==> config.mk <==
export PLATFORM = sky130hd
export DESIGN_NAME = pid_controller_clamped_core_flat
export DESIGN_NICKNAME = d
export VERILOG_FILES = /design/src/pidc_pkg.sv /design/src/pidc_if.sv /design/src/pidc_mul.sv /design/src/pid_controller_clamped_core.sv /design/src/flat_wrapper.sv
export SDC_FILE = /design/constraint.sdc
export NUM_CORES = 2
export LEC_CHECK = 0
export BUFFER_PORTS_ARGS = -buffer_cell sky130_fd_sc_hd__buf_2
export CAP_MARGIN = 20
export CORE_MARGIN = 2
export CORE_UTILIZATION = 55
export CTS_CLUSTER_DIAMETER = 60
export DETAILED_ROUTE_END_ITERATION = 8
export GPL_TIMING_DRIVEN = 0
export PLACE_DENSITY = 0.71
export SYNTH_ARGS = -nofsm -noshare
export SYNTH_HDL_FRONTEND = slang
export SYNTH_HIERARCHICAL = 1
export SYNTH_SLANG_ARGS = --single-unit
export TNS_END_PERCENT = 5
==> constraint.sdc <==
create_clock -name clk_i -period 11.4 [get_ports clk_i]
set_clock_uncertainty 0.1 [all_clocks]
set_input_delay 0 -clock clk_i [delete_from_list [all_inputs] [get_ports clk_i]]
set_output_delay 0 -clock clk_i [all_outputs]
set_load 0.02 [all_outputs]
==> src/pidc_pkg.sv <==
package pidc_pkg;

  localparam int unsigned DataW = 32;
  localparam int unsigned LimW  = 31;
  localparam int unsigned DtFrac = 24;

  typedef enum logic [2:0] {
    CfgKp    = 3'd0,
    CfgKi    = 3'd1,
    CfgKd    = 3'd2,
    CfgTgt   = 3'd3,
    CfgUpper = 3'd4,
    CfgLower = 3'd5,
    CfgLimit = 3'd6
  } cfg_idx_e;

  typedef enum logic [3:0] {
    StIdle,
    StMulInc,
    StInteg,
    StMulP,
    StMulI,
    StMulD,
    StDivLoad,
    StDiv,
    StSum,
    StOut
  } state_e;

  // Control from the sequencer to the serial multiplier.
  typedef struct packed {
    logic start;
    logic a_neg;
  } mul_ctl_t;

  function automatic logic signed [DataW-1:0] sat32(input logic signed [65:0] v);
    logic signed [65:0] mx;
    logic signed [65:0] mn;
    begin
      mx = 66'sd2147483647;
      mn = -66'sd2147483648;
      if (v > mx) sat32 = 32'sh7fffffff;
      else if (v < mn) sat32 = 32'sh80000000;
      else sat32 = v[DataW-1:0];
    end
  endfunction

endpackage

==> src/pidc_if.sv <==
interface pidc_in_if;
  logic                valid;
  logic                ready;
  logic signed [31:0]  measured_angle;
  logic        [31:0]  time_step;
  modport source (output valid, measured_angle, time_step, input ready);
  modport sink   (input valid, measured_angle, time_step, output ready);
endinterface

interface pidc_out_if;
  logic                valid;
  logic                ready;
  logic signed [31:0]  drive_value;
  logic                output_clamped;
  logic                integral_clamped;
  modport source (output valid, drive_value, output_clamped, integral_clamped,
                  input ready);
  modport sink   (input valid, drive_value, output_clamped, integral_clamped,
                  output ready);
endinterface

==> src/pidc_mul.sv <==
// Shift-and-add multiplier: one bit of the 33-bit multiplier magnitude per cycle.
module pidc_mul (
  input  logic                clk_i,
  input  logic                rst_ni,
  input  pidc_pkg::mul_ctl_t  ctl_i,
  input  logic signed [33:0]  a_i,
  input  logic        [32:0]  b_i,
  output logic                done_o,
  output logic signed [66:0]  p_o
);
  import pidc_pkg::*;

  logic [66:0] acc_q, acc_d;
  logic [66:0] acc_nx;
  logic [32:0] b_q, b_d;
  logic [5:0]  cnt_q, cnt_d;
  logic        busy_q, busy_d;
  logic        neg_q, neg_d;

  // The product is taken from the last step itself, so a new start in the
  // done cycle does not disturb it.
  always_comb begin
    acc_nx = {acc_q[65:0], 1'b0};
    if (b_q[32]) acc_nx = {acc_q[65:0], 1'b0} + {{33{a_i[33]}}, a_i};
    acc_d  = acc_q;
    b_d    = b_q;
    cnt_d  = cnt_q;
    busy_d = busy_q;
    neg_d  = neg_q;
    if (ctl_i.start) begin
      acc_d  = '0;
      b_d    = b_i;
      cnt_d  = 6'd0;
      busy_d = 1'b1;
      neg_d  = ctl_i.a_neg;
    end else if (busy_q) begin
      acc_d = acc_nx;
      b_d   = {b_q[31:0], 1'b0};
      cnt_d = cnt_q + 6'd1;
      if (cnt_q == 6'd32) busy_d = 1'b0;
    end
  end

  always_ff @(posedge clk_i or negedge rst_ni) begin
    if (!rst_ni) begin
      busy_q <= 1'b0;
      cnt_q  <= '0;
    end else begin
      busy_q <= busy_d;
      cnt_q  <= cnt_d;
    end
  end

  always_ff @(posedge clk_i) begin
    acc_q <= acc_d;
    b_q   <= b_d;
    neg_q <= neg_d;
  end

  assign done_o = busy_q && (cnt_q == 6'd32);
  assign p_o    = neg_q ? -$signed(acc_nx) : $signed(acc_nx);

  a_done_idle: assert property (@(posedge clk_i) disable iff (!rst_ni)
    (done_o && !ctl_i.start) |=> !busy_q) else $error("multiplier busy after done");
  a_start_busy: assert property (@(posedge clk_i) disable iff (!rst_ni)
    ctl_i.start |=> busy_q) else $error("multiplier did not start");
  a_cnt_range: assert property (@(posedge clk_i) disable iff (!rst_ni)
    cnt_q <= 6'd33) else $error("multiplier count overrun");
endmodule

==> src/pid_controller_clamped_core.sv <==
// PID step with integral clamp, signed fixed point with FRAC_BITS fraction
// bits; time step is unsigned Q8.24 seconds.
// Input channel (in_if): a word with measured_angle and time_step. Output
// channel (out_if): one word per input with drive_value, output_clamped and
// integral_clamped. Both use valid/ready; a word moves when both are high.
// Configuration: write cfg_we_i with cfg_idx_i (0 kp, 1 ki, 2 kd, 3 target,
// 4 upper, 5 lower, 6 integral limit) and cfg_data_i, only while idle.
// One word is processed at a time. A shared bit-serial multiplier runs four
// times (increment, P, I, D numerator); the restoring divider for the
// derivative then shifts one quotient bit a cycle over 66 + 24 - FRAC_BITS
// steps. The next word can be taken in the cycle after the result leaves.
// Reset restores the default gains and limits and clears the integral and
// the previous error. A stalled receiver holds the result in the output
// register; no new input is taken until the result is taken.
module pid_controller_clamped_core #(
  parameter int unsigned FRAC_BITS = 16
) (
  input  logic        clk_i,
  input  logic        rst_ni,
  pidc_in_if.sink     in_if,
  pidc_out_if.source  out_if,
  input  logic        cfg_we_i,
  input  logic [2:0]  cfg_idx_i,
  input  logic [31:0] cfg_data_i
);
  import pidc_pkg::*;

  localparam int unsigned DShift = DtFrac - FRAC_BITS;
  localparam int unsigned NumW   = 66 + DShift;
  localparam int unsigned DivSteps = NumW;

  logic signed [31:0] kp_q, ki_q, kd_q, tgt_q, upper_q, lower_q;
  logic        [30:0] limit_q;
  logic signed [31:0] integ_q, integ_d, lerr_q, lerr_d;

  state_e state_q, state_d;

  logic signed [31:0] err_q, err_d;
  logic        [31:0] dt_q, dt_d;
  logic signed [31:0] p_q, p_d, i_q, i_d, d_q, d_d;
  logic signed [65:0] num_q, num_d;
  logic               iclamp_q, iclamp_d;
  logic signed [31:0] drive_q, drive_d;
  logic               oclamp_q, oclamp_d;
  logic               ovalid_q, ovalid_d;

  logic [NumW-1:0]    dnum_q, dnum_d;
  logic [32:0]        drem_q, drem_d;
  logic [6:0]         dcnt_q, dcnt_d;
  logic               dneg_q, dneg_d;
  logic [31:0]        quo_q, quo_d;
  logic               qsat_q, qsat_d;

  mul_ctl_t           mctl;
  logic signed [33:0] ma;
  logic        [32:0] mb;
  logic               mdone;
  logic signed [66:0] mp;

  pidc_mul u_mul (
    .clk_i  (clk_i),
    .rst_ni (rst_ni),
    .ctl_i  (mctl),
    .a_i    (ma),
    .b_i    (mb),
    .done_o (mdone),
    .p_o    (mp)
  );

  // Configuration registers.
  always_ff @(posedge clk_i or negedge rst_ni) begin
    if (!rst_ni) begin
      kp_q    <= 32'sd3276800;
      ki_q    <= 32'sd327680;
      kd_q    <= 32'sd131072;
      tgt_q   <= '0;
      upper_q <= 32'sd327680000;
      lower_q <= -32'sd327680000;
      limit_q <= 31'd65536000;
    end else if (cfg_we_i) begin
      unique case (cfg_idx_i)
        CfgKp:    kp_q    <= cfg_data_i;
        CfgKi:    ki_q    <= cfg_data_i;
        CfgKd:    kd_q    <= cfg_data_i;
        CfgTgt:   tgt_q   <= cfg_data_i;
        CfgUpper: upper_q <= cfg_data_i;
        CfgLower: lower_q <= cfg_data_i;
        CfgLimit: limit_q <= cfg_data_i[30:0];
        default: ;
      endcase
    end
  end

  // Next state.
  always_comb begin
    state_d = state_q;
    unique case (state_q)
      StIdle:    if (in_if.valid && !ovalid_q) state_d = StMulInc;
      StMulInc:  if (mdone) state_d = StInteg;
      StInteg:   state_d = StMulP;
      StMulP:    if (mdone) state_d = StMulI;
      StMulI:    if (mdone) state_d = StMulD;
      StMulD:    if (mdone) state_d = StDivLoad;
      StDivLoad: state_d = StDiv;
      StDiv:     if (dcnt_q == 7'(DivSteps - 1)) state_d = StSum;
      StSum:     state_d = StOut;
      StOut:     state_d = StIdle;
      default:   state_d = StIdle;
    endcase
  end

  // Multiplier operand selection; the signed operand is given as a
  // 34-bit value and the other as a 33-bit magnitude with its sign.
  logic signed [32:0] ediff;
  logic signed [32:0] bsrc;
  logic               bneg;
  always_comb begin
    ediff = 33'(err_q) - 33'(lerr_q);
    ma    = 34'(err_q);
    unique case (state_q)
      StMulP: ma = 34'(kp_q);
      StMulI: ma = 34'(ki_q);
      StMulD: ma = 34'(kd_q);
      default: ;
    endcase
    // The magnitude operand is latched on the start cycle, which is still
    // in the state before the product's own state.
    unique case (state_q)
      StIdle:  bsrc = {1'b0, in_if.time_step};
      StInteg: bsrc = 33'(err_q);
      StMulP:  bsrc = 33'(integ_q);
      StMulI:  bsrc = ediff;
      default: bsrc = {1'b0, dt_q};
    endcase
    bneg = bsrc[32];
    mb   = bneg ? 33'(-bsrc) : bsrc;
    mctl.a_neg = bneg;
    mctl.start = (state_q == StIdle && in_if.valid && !ovalid_q)
              || (state_q == StInteg)
              || (mdone && (state_q == StMulP || state_q == StMulI));
  end

  // Datapath.
  logic signed [65:0] ninteg;
  logic signed [65:0] lim_s;
  logic signed [33:0] sum;
  logic signed [32:0] tdiff;
  logic [32:0]        rsh;
  logic [31:0]        qn;
  always_comb begin
    err_d    = err_q;
    dt_d     = dt_q;
    integ_d  = integ_q;
    lerr_d   = lerr_q;
    p_d      = p_q;
    i_d      = i_q;
    d_d      = d_q;
    num_d    = num_q;
    iclamp_d = iclamp_q;
    drive_d  = drive_q;
    oclamp_d = oclamp_q;
    ovalid_d = ovalid_q;
    dnum_d   = dnum_q;
    drem_d   = drem_q;
    dcnt_d   = dcnt_q;
    dneg_d   = dneg_q;
    quo_d    = quo_q;
    qsat_d   = qsat_q;
    lim_s    = 66'(limit_q);
    ninteg   = 66'(integ_q) + (num_q >>> DtFrac);
    sum      = 34'(p_q) + 34'(i_q) + 34'(d_q);
    tdiff    = 33'(tgt_q) - 33'(in_if.measured_angle);
    rsh      = {drem_q[31:0], dnum_q[NumW-1]};
    qn       = quo_q;

    if (out_if.valid && out_if.ready) ovalid_d = 1'b0;

    unique case (state_q)
      StIdle: if (in_if.valid && !ovalid_q) begin
        err_d = sat32(66'(tdiff));
        dt_d  = in_if.time_step;
      end
      StMulInc: if (mdone) num_d = mp[65:0];
      StInteg: begin
        iclamp_d = 1'b0;
        if (ninteg > lim_s) begin
          integ_d = 32'(limit_q); iclamp_d = 1'b1;
        end else if (ninteg < -lim_s) begin
          integ_d = -32'(limit_q); iclamp_d = 1'b1;
        end else begin
          integ_d = ninteg[31:0];
        end
      end
      StMulP: if (mdone) p_d = sat32($signed(mp[65:0]) >>> FRAC_BITS);
      StMulI: if (mdone) i_d = sat32($signed(mp[65:0]) >>> FRAC_BITS);
      StMulD: if (mdone) num_d = mp[65:0];
      StDivLoad: begin
        dneg_d = num_q[65];
        dnum_d = NumW'(num_q[65] ? 66'(-num_q) : num_q) << DShift;
        drem_d = '0;
        dcnt_d = '0;
        quo_d  = '0;
        qsat_d = 1'b0;
      end
      StDiv: begin
        // Restoring step; the quotient saturates at 2^31.
        dnum_d = {dnum_q[NumW-2:0], 1'b0};
        if (rsh >= {1'b0, dt_q}) begin
          drem_d = rsh - {1'b0, dt_q};
          if (quo_q[31] || qsat_q) qsat_d = 1'b1;
          qn = {quo_q[30:0], 1'b1};
        end else begin
          drem_d = rsh;
          if (quo_q[31] || qsat_q) qsat_d = 1'b1;
          qn = {quo_q[30:0], 1'b0};
        end
        quo_d  = qn;
        dcnt_d = dcnt_q + 7'd1;
      end
      StSum: begin
        if (dt_q == '0) d_d = '0;
        else if (dneg_q) d_d = (qsat_q || quo_q[31]) ? 32'sh80000000 : -$signed(quo_q);
        else d_d = (qsat_q || quo_q[31]) ? 32'sh7fffffff : $signed(quo_q);
      end
      StOut: begin
        lerr_d   = err_q;
        ovalid_d = 1'b1;
        oclamp_d = 1'b1;
        if (sum > 34'(upper_q)) drive_d = upper_q;
        else if (sum < 34'(lower_q)) drive_d = lower_q;
        else begin drive_d = sum[31:0]; oclamp_d = 1'b0; end
      end
      default: ;
    endcase
  end

  always_ff @(posedge clk_i or negedge rst_ni) begin
    if (!rst_ni) begin
      state_q  <= StIdle;
      integ_q  <= '0;
      lerr_q   <= '0;
      ovalid_q <= 1'b0;
      dcnt_q   <= '0;
    end else begin
      state_q  <= state_d;
      integ_q  <= integ_d;
      lerr_q   <= lerr_d;
      ovalid_q <= ovalid_d;
      dcnt_q   <= dcnt_d;
    end
  end

  always_ff @(posedge clk_i) begin
    err_q    <= err_d;
    dt_q     <= dt_d;
    p_q      <= p_d;
    i_q      <= i_d;
    d_q      <= d_d;
    num_q    <= num_d;
    iclamp_q <= iclamp_d;
    drive_q  <= drive_d;
    oclamp_q <= oclamp_d;
    dnum_q   <= dnum_d;
    drem_q   <= drem_d;
    dneg_q   <= dneg_d;
    quo_q    <= quo_d;
    qsat_q   <= qsat_d;
  end

  assign in_if.ready             = (state_q == StIdle) && !ovalid_q;
  assign out_if.valid            = ovalid_q;
  assign out_if.drive_value      = drive_q;
  assign out_if.output_clamped   = oclamp_q;
  assign out_if.integral_clamped = iclamp_q;

  a_one_item: assert property (@(posedge clk_i) disable iff (!rst_ni)
    (in_if.valid && in_if.ready) |=> !in_if.ready)
    else $error("second word taken while busy");
  a_out_from_seq: assert property (@(posedge clk_i) disable iff (!rst_ni)
    $rose(ovalid_q) |-> $past(state_q) == StOut)
    else $error("result raised outside output step");
  a_integ_bound: assert property (@(posedge clk_i) disable iff (!rst_ni)
    (state_q == StMulP) |-> (integ_q <= $signed({1'b0, limit_q})
      && integ_q >= -$signed({1'b0, limit_q})))
    else $error("integral beyond limit");
endmodule
==> src/flat_wrapper.sv <==
// flat-port wrapper written by rule: the top's interface ports become plain ports
module pid_controller_clamped_core_flat import pidc_pkg::*;
#(
  parameter int unsigned FRAC_BITS = 16
)
  (clk_i, rst_ni, cfg_we_i, cfg_idx_i, cfg_data_i, in_if_valid, in_if_measured_angle, in_if_time_step, in_if_ready, out_if_valid, out_if_drive_value, out_if_output_clamped, out_if_integral_clamped, out_if_ready);
  pidc_in_if in_if_i ();
  pidc_out_if out_if_i ();
  input  logic clk_i;
  input  logic rst_ni;
  input  logic cfg_we_i;
  input  logic [2:0] cfg_idx_i;
  input  logic [31:0] cfg_data_i;
  input wire logic [$bits(in_if_i.valid)-1:0] in_if_valid;
  input wire logic [$bits(in_if_i.measured_angle)-1:0] in_if_measured_angle;
  input wire logic [$bits(in_if_i.time_step)-1:0] in_if_time_step;
  output wire logic [$bits(in_if_i.ready)-1:0] in_if_ready;
  output wire logic [$bits(out_if_i.valid)-1:0] out_if_valid;
  output wire logic [$bits(out_if_i.drive_value)-1:0] out_if_drive_value;
  output wire logic [$bits(out_if_i.output_clamped)-1:0] out_if_output_clamped;
  output wire logic [$bits(out_if_i.integral_clamped)-1:0] out_if_integral_clamped;
  input wire logic [$bits(out_if_i.ready)-1:0] out_if_ready;
  assign in_if_i.valid = in_if_valid;
  assign in_if_i.measured_angle = in_if_measured_angle;
  assign in_if_i.time_step = in_if_time_step;
  assign in_if_ready = in_if_i.ready;
  assign out_if_valid = out_if_i.valid;
  assign out_if_drive_value = out_if_i.drive_value;
  assign out_if_output_clamped = out_if_i.output_clamped;
  assign out_if_integral_clamped = out_if_i.integral_clamped;
  assign out_if_i.ready = out_if_ready;
  pid_controller_clamped_core #(.FRAC_BITS(FRAC_BITS)) u_core (.clk_i(clk_i), .rst_ni(rst_ni), .in_if(in_if_i), .out_if(out_if_i), .cfg_we_i(cfg_we_i), .cfg_idx_i(cfg_idx_i), .cfg_data_i(cfg_data_i));
endmodule
==> parameters.txt <==
Parameter                              Value

Outcome
  Run status ... finished clean

Clock tree
  Clock edge transition at the registers on the reported setup and hold paths ... 0.06 ns
  Number of clock buffers inserted by TritonCTS ... 95
  Root buffer cell ... clkbuf_16
  Number of setup buffers added after CTS ... 0
  Clock tree from TritonCTS ... built
  Clock insertion delay at the later pin of the skew report ... 0.72 ns
  Number of H-tree branching levels ... 3
  Number of clock sinks ... 797
  Clock Path Buffers ... 3

Place
  HPWL reported at the end of detailed placement ... 164 mm
  Count of port buffers added during placement ... 137
  Routability-driven placement congestion ratio ... 1.01
  Post-Place Worst Slack ... -0.887 ns
  Placed cell area ... 60300 um2

Detailed routing
  Detailed Route WL ... 211 mm
  Final routed DRC violation total ... 0
  Vias post-DR ... 52200
  Number of violations reported at the end of detailed-routing iteration 0 ... 6280
  Wirelength per Cell ... 26.2 um
  Detail Route Antenna Nets ... 0
  First-pass iteration count of the detailed router ... 8
  Average via count per standard cell ... 6.47

Finish
  Layout overhead on the synthesized area ... 13.6%
  Ratio of cells with drive above 1 in the final layout ... 11.4%
  Post-route cell area ... 65200 um2
  Most frequent standard cell in the layout excluding fill and tap cells ... nand2_1
  Most frequent cells in the layout ... nand2_1 (622), nor2_1 (488), a21oi_1 (428), edfxtp_1 (426), o21ai_0 (413)
  Count of filler cells inserted in the layout ... 8705
  Total Nets Final ... 7130

Floorplan
  Effective utilization at floorplan ... 55.4%
  Vert. Die Dim ... 327 um
  Number of top-level pins ... 140
  Number of core rows ... 118
  Floorplan Core Area ... 103000 um2
  Die width ... 327 um
  Die area ... 107000 um2

Worst setup path
  CP Data Arrival Time ... 11.58 ns
  Gate family responsible for the most delay along the worst path ... compound AO/OA/AOI/OAI gates
  Max incr delay on CP ... 0.67 ns
  Type of destination of the critical path ... register
  Maximum fanout along the worst path ... 10
  WS Path Type ... reg2reg
  Kind of start point of the critical path ... register
  Highest-delay cell along the critical path ... nor4b_4
  Number of buffer and inverter instances along the worst setup path ... 9
  Required time at the worst-slack endpoint ... 11.83 ns

STA
  Actual slew at the worst max-slew pin ... 1.22 ns
  Final worst-path cycle share ... 97.8%
  Worst slew margin relative to its limit ... 18.7%
  Number of failing hold endpoints at the final stage ... 0
  Smallest setup slack after layout ... 0.248 ns
  Unrepaired setup endpoints after global routing ... no
  Count of endpoints failing setup in the final report ... 0
  Max-slew violation total from the final report ... 0
  Highest attainable clock frequency ... 89.7 MHz
  Min Clock Period, post-route ... 11.15 ns

Run
  Number of max-cap violations ... 0

Logic synthesis
  Cell count after synthesis ... 6188
  Cell area after synthesis ... 57400 um2
  Syn_nets ... 6721
  Post-synthesis average cell area ... 9.27 um2
  Number of warning messages in the yosys log ... 6

Power
  Leakage power ... 25.7 nW
  Areal power density over the cells ... 146 nW/um2
  Worst ir drop on vdd ... 0.143 mV

GRT
  Number of global-route vias before repair ... 48500
  Number of antenna violations at the first check in global routing ... 5
  Global-route wire length before repair ... 310 mm
  Largest net degree at the start of global routing ... 99
  All-layer global routing usage ... 38.7%
  Leftover overflow at the end of global routing ... 0

Hold path
  Class of the tightest hold or removal check ... in2reg
[worst paths after layout]
| check | start | end | slack [ns] | cells after the start |
|---|---|---|---|---|
| min in group asynchronous | rst_ni | u_core/out_if.valid | 0.30 | 4 |
| max in group asynchronous | rst_ni | u_core/lower_q[21] | 9.40 | 6 |
| max | u_core/state_q[3] | u_core/p_q[17] | 0.25 | 30 |
| min | in_if_time_step[21] | u_core/dt_q[21] | 0.02 | 2 |
| min reg2reg | u_core/u_mul/acc_q[27] | u_core/u_mul/acc_q[27] | 0.41 | 2 |
| max reg2reg | u_core/state_q[3] | u_core/p_q[17] | 0.25 | 30 |
[through the flow]
step	total power [mW]	hold WS, ns	TNS [ns]	util, %	std cells
final	9.51	0.0240	0	63.0	8061
after CTS	9.43	0.00204	0	62.9	8058
after global routing	9.87	0.0202	0	62.9	8058
after global placement	6.13	0.0948	-330.73	57.7	7705
after floorplan	5.28	-0.396	0	-	6188
after detailed placement	6.19	-0.241	-49.90	58.3	7735
[metal layers]
layer	part of all wire [%]	GRT usage, %
met5	0.018	0
met4	5.4	18.1
met3	10	8.02
met2	42	56.1
met1	42	55.2
[power by group]
part           leakage [nW]  internal (mW)  switching, mW
clock                  1.60           1.86           1.33
sequential             7.86           3.32          0.132
combinational          16.3           1.00           1.86
total                  25.7           6.19           3.32
[flip-flops by register name, summed over array words and instances, names as in the netlist, 33 cells and up]
signal and cells:
u_core/u_mul/acc_q 65, u_core/u_mul/b_q 33, u_core/num_q 66, u_core/dnum_q 66
[layout make-up]
type                    instances  area [um2]  area share (%)
multi-input cells            4765       33300            51.1
flip-flops and latches        797       21800            33.4
repair buffers                312        2630            4.04
clock buffers                 122        2600            3.99
well taps                    1380        1730            2.65
plain buffers                 314        1260            1.94
inverters                     312        1170            1.80
clock inverters                56         692            1.06
diodes                          3        7.51          0.0115
[what timing repair did]
action | CTS | global route
hold buffers | 145 | 0
hold endpoints to repair | 530 | 0
endpoints found under the setup margin | 62 | 62
pin swaps | 0 | 0
resized for setup | 13 | 14
Power figures use the tool's default switching activity.
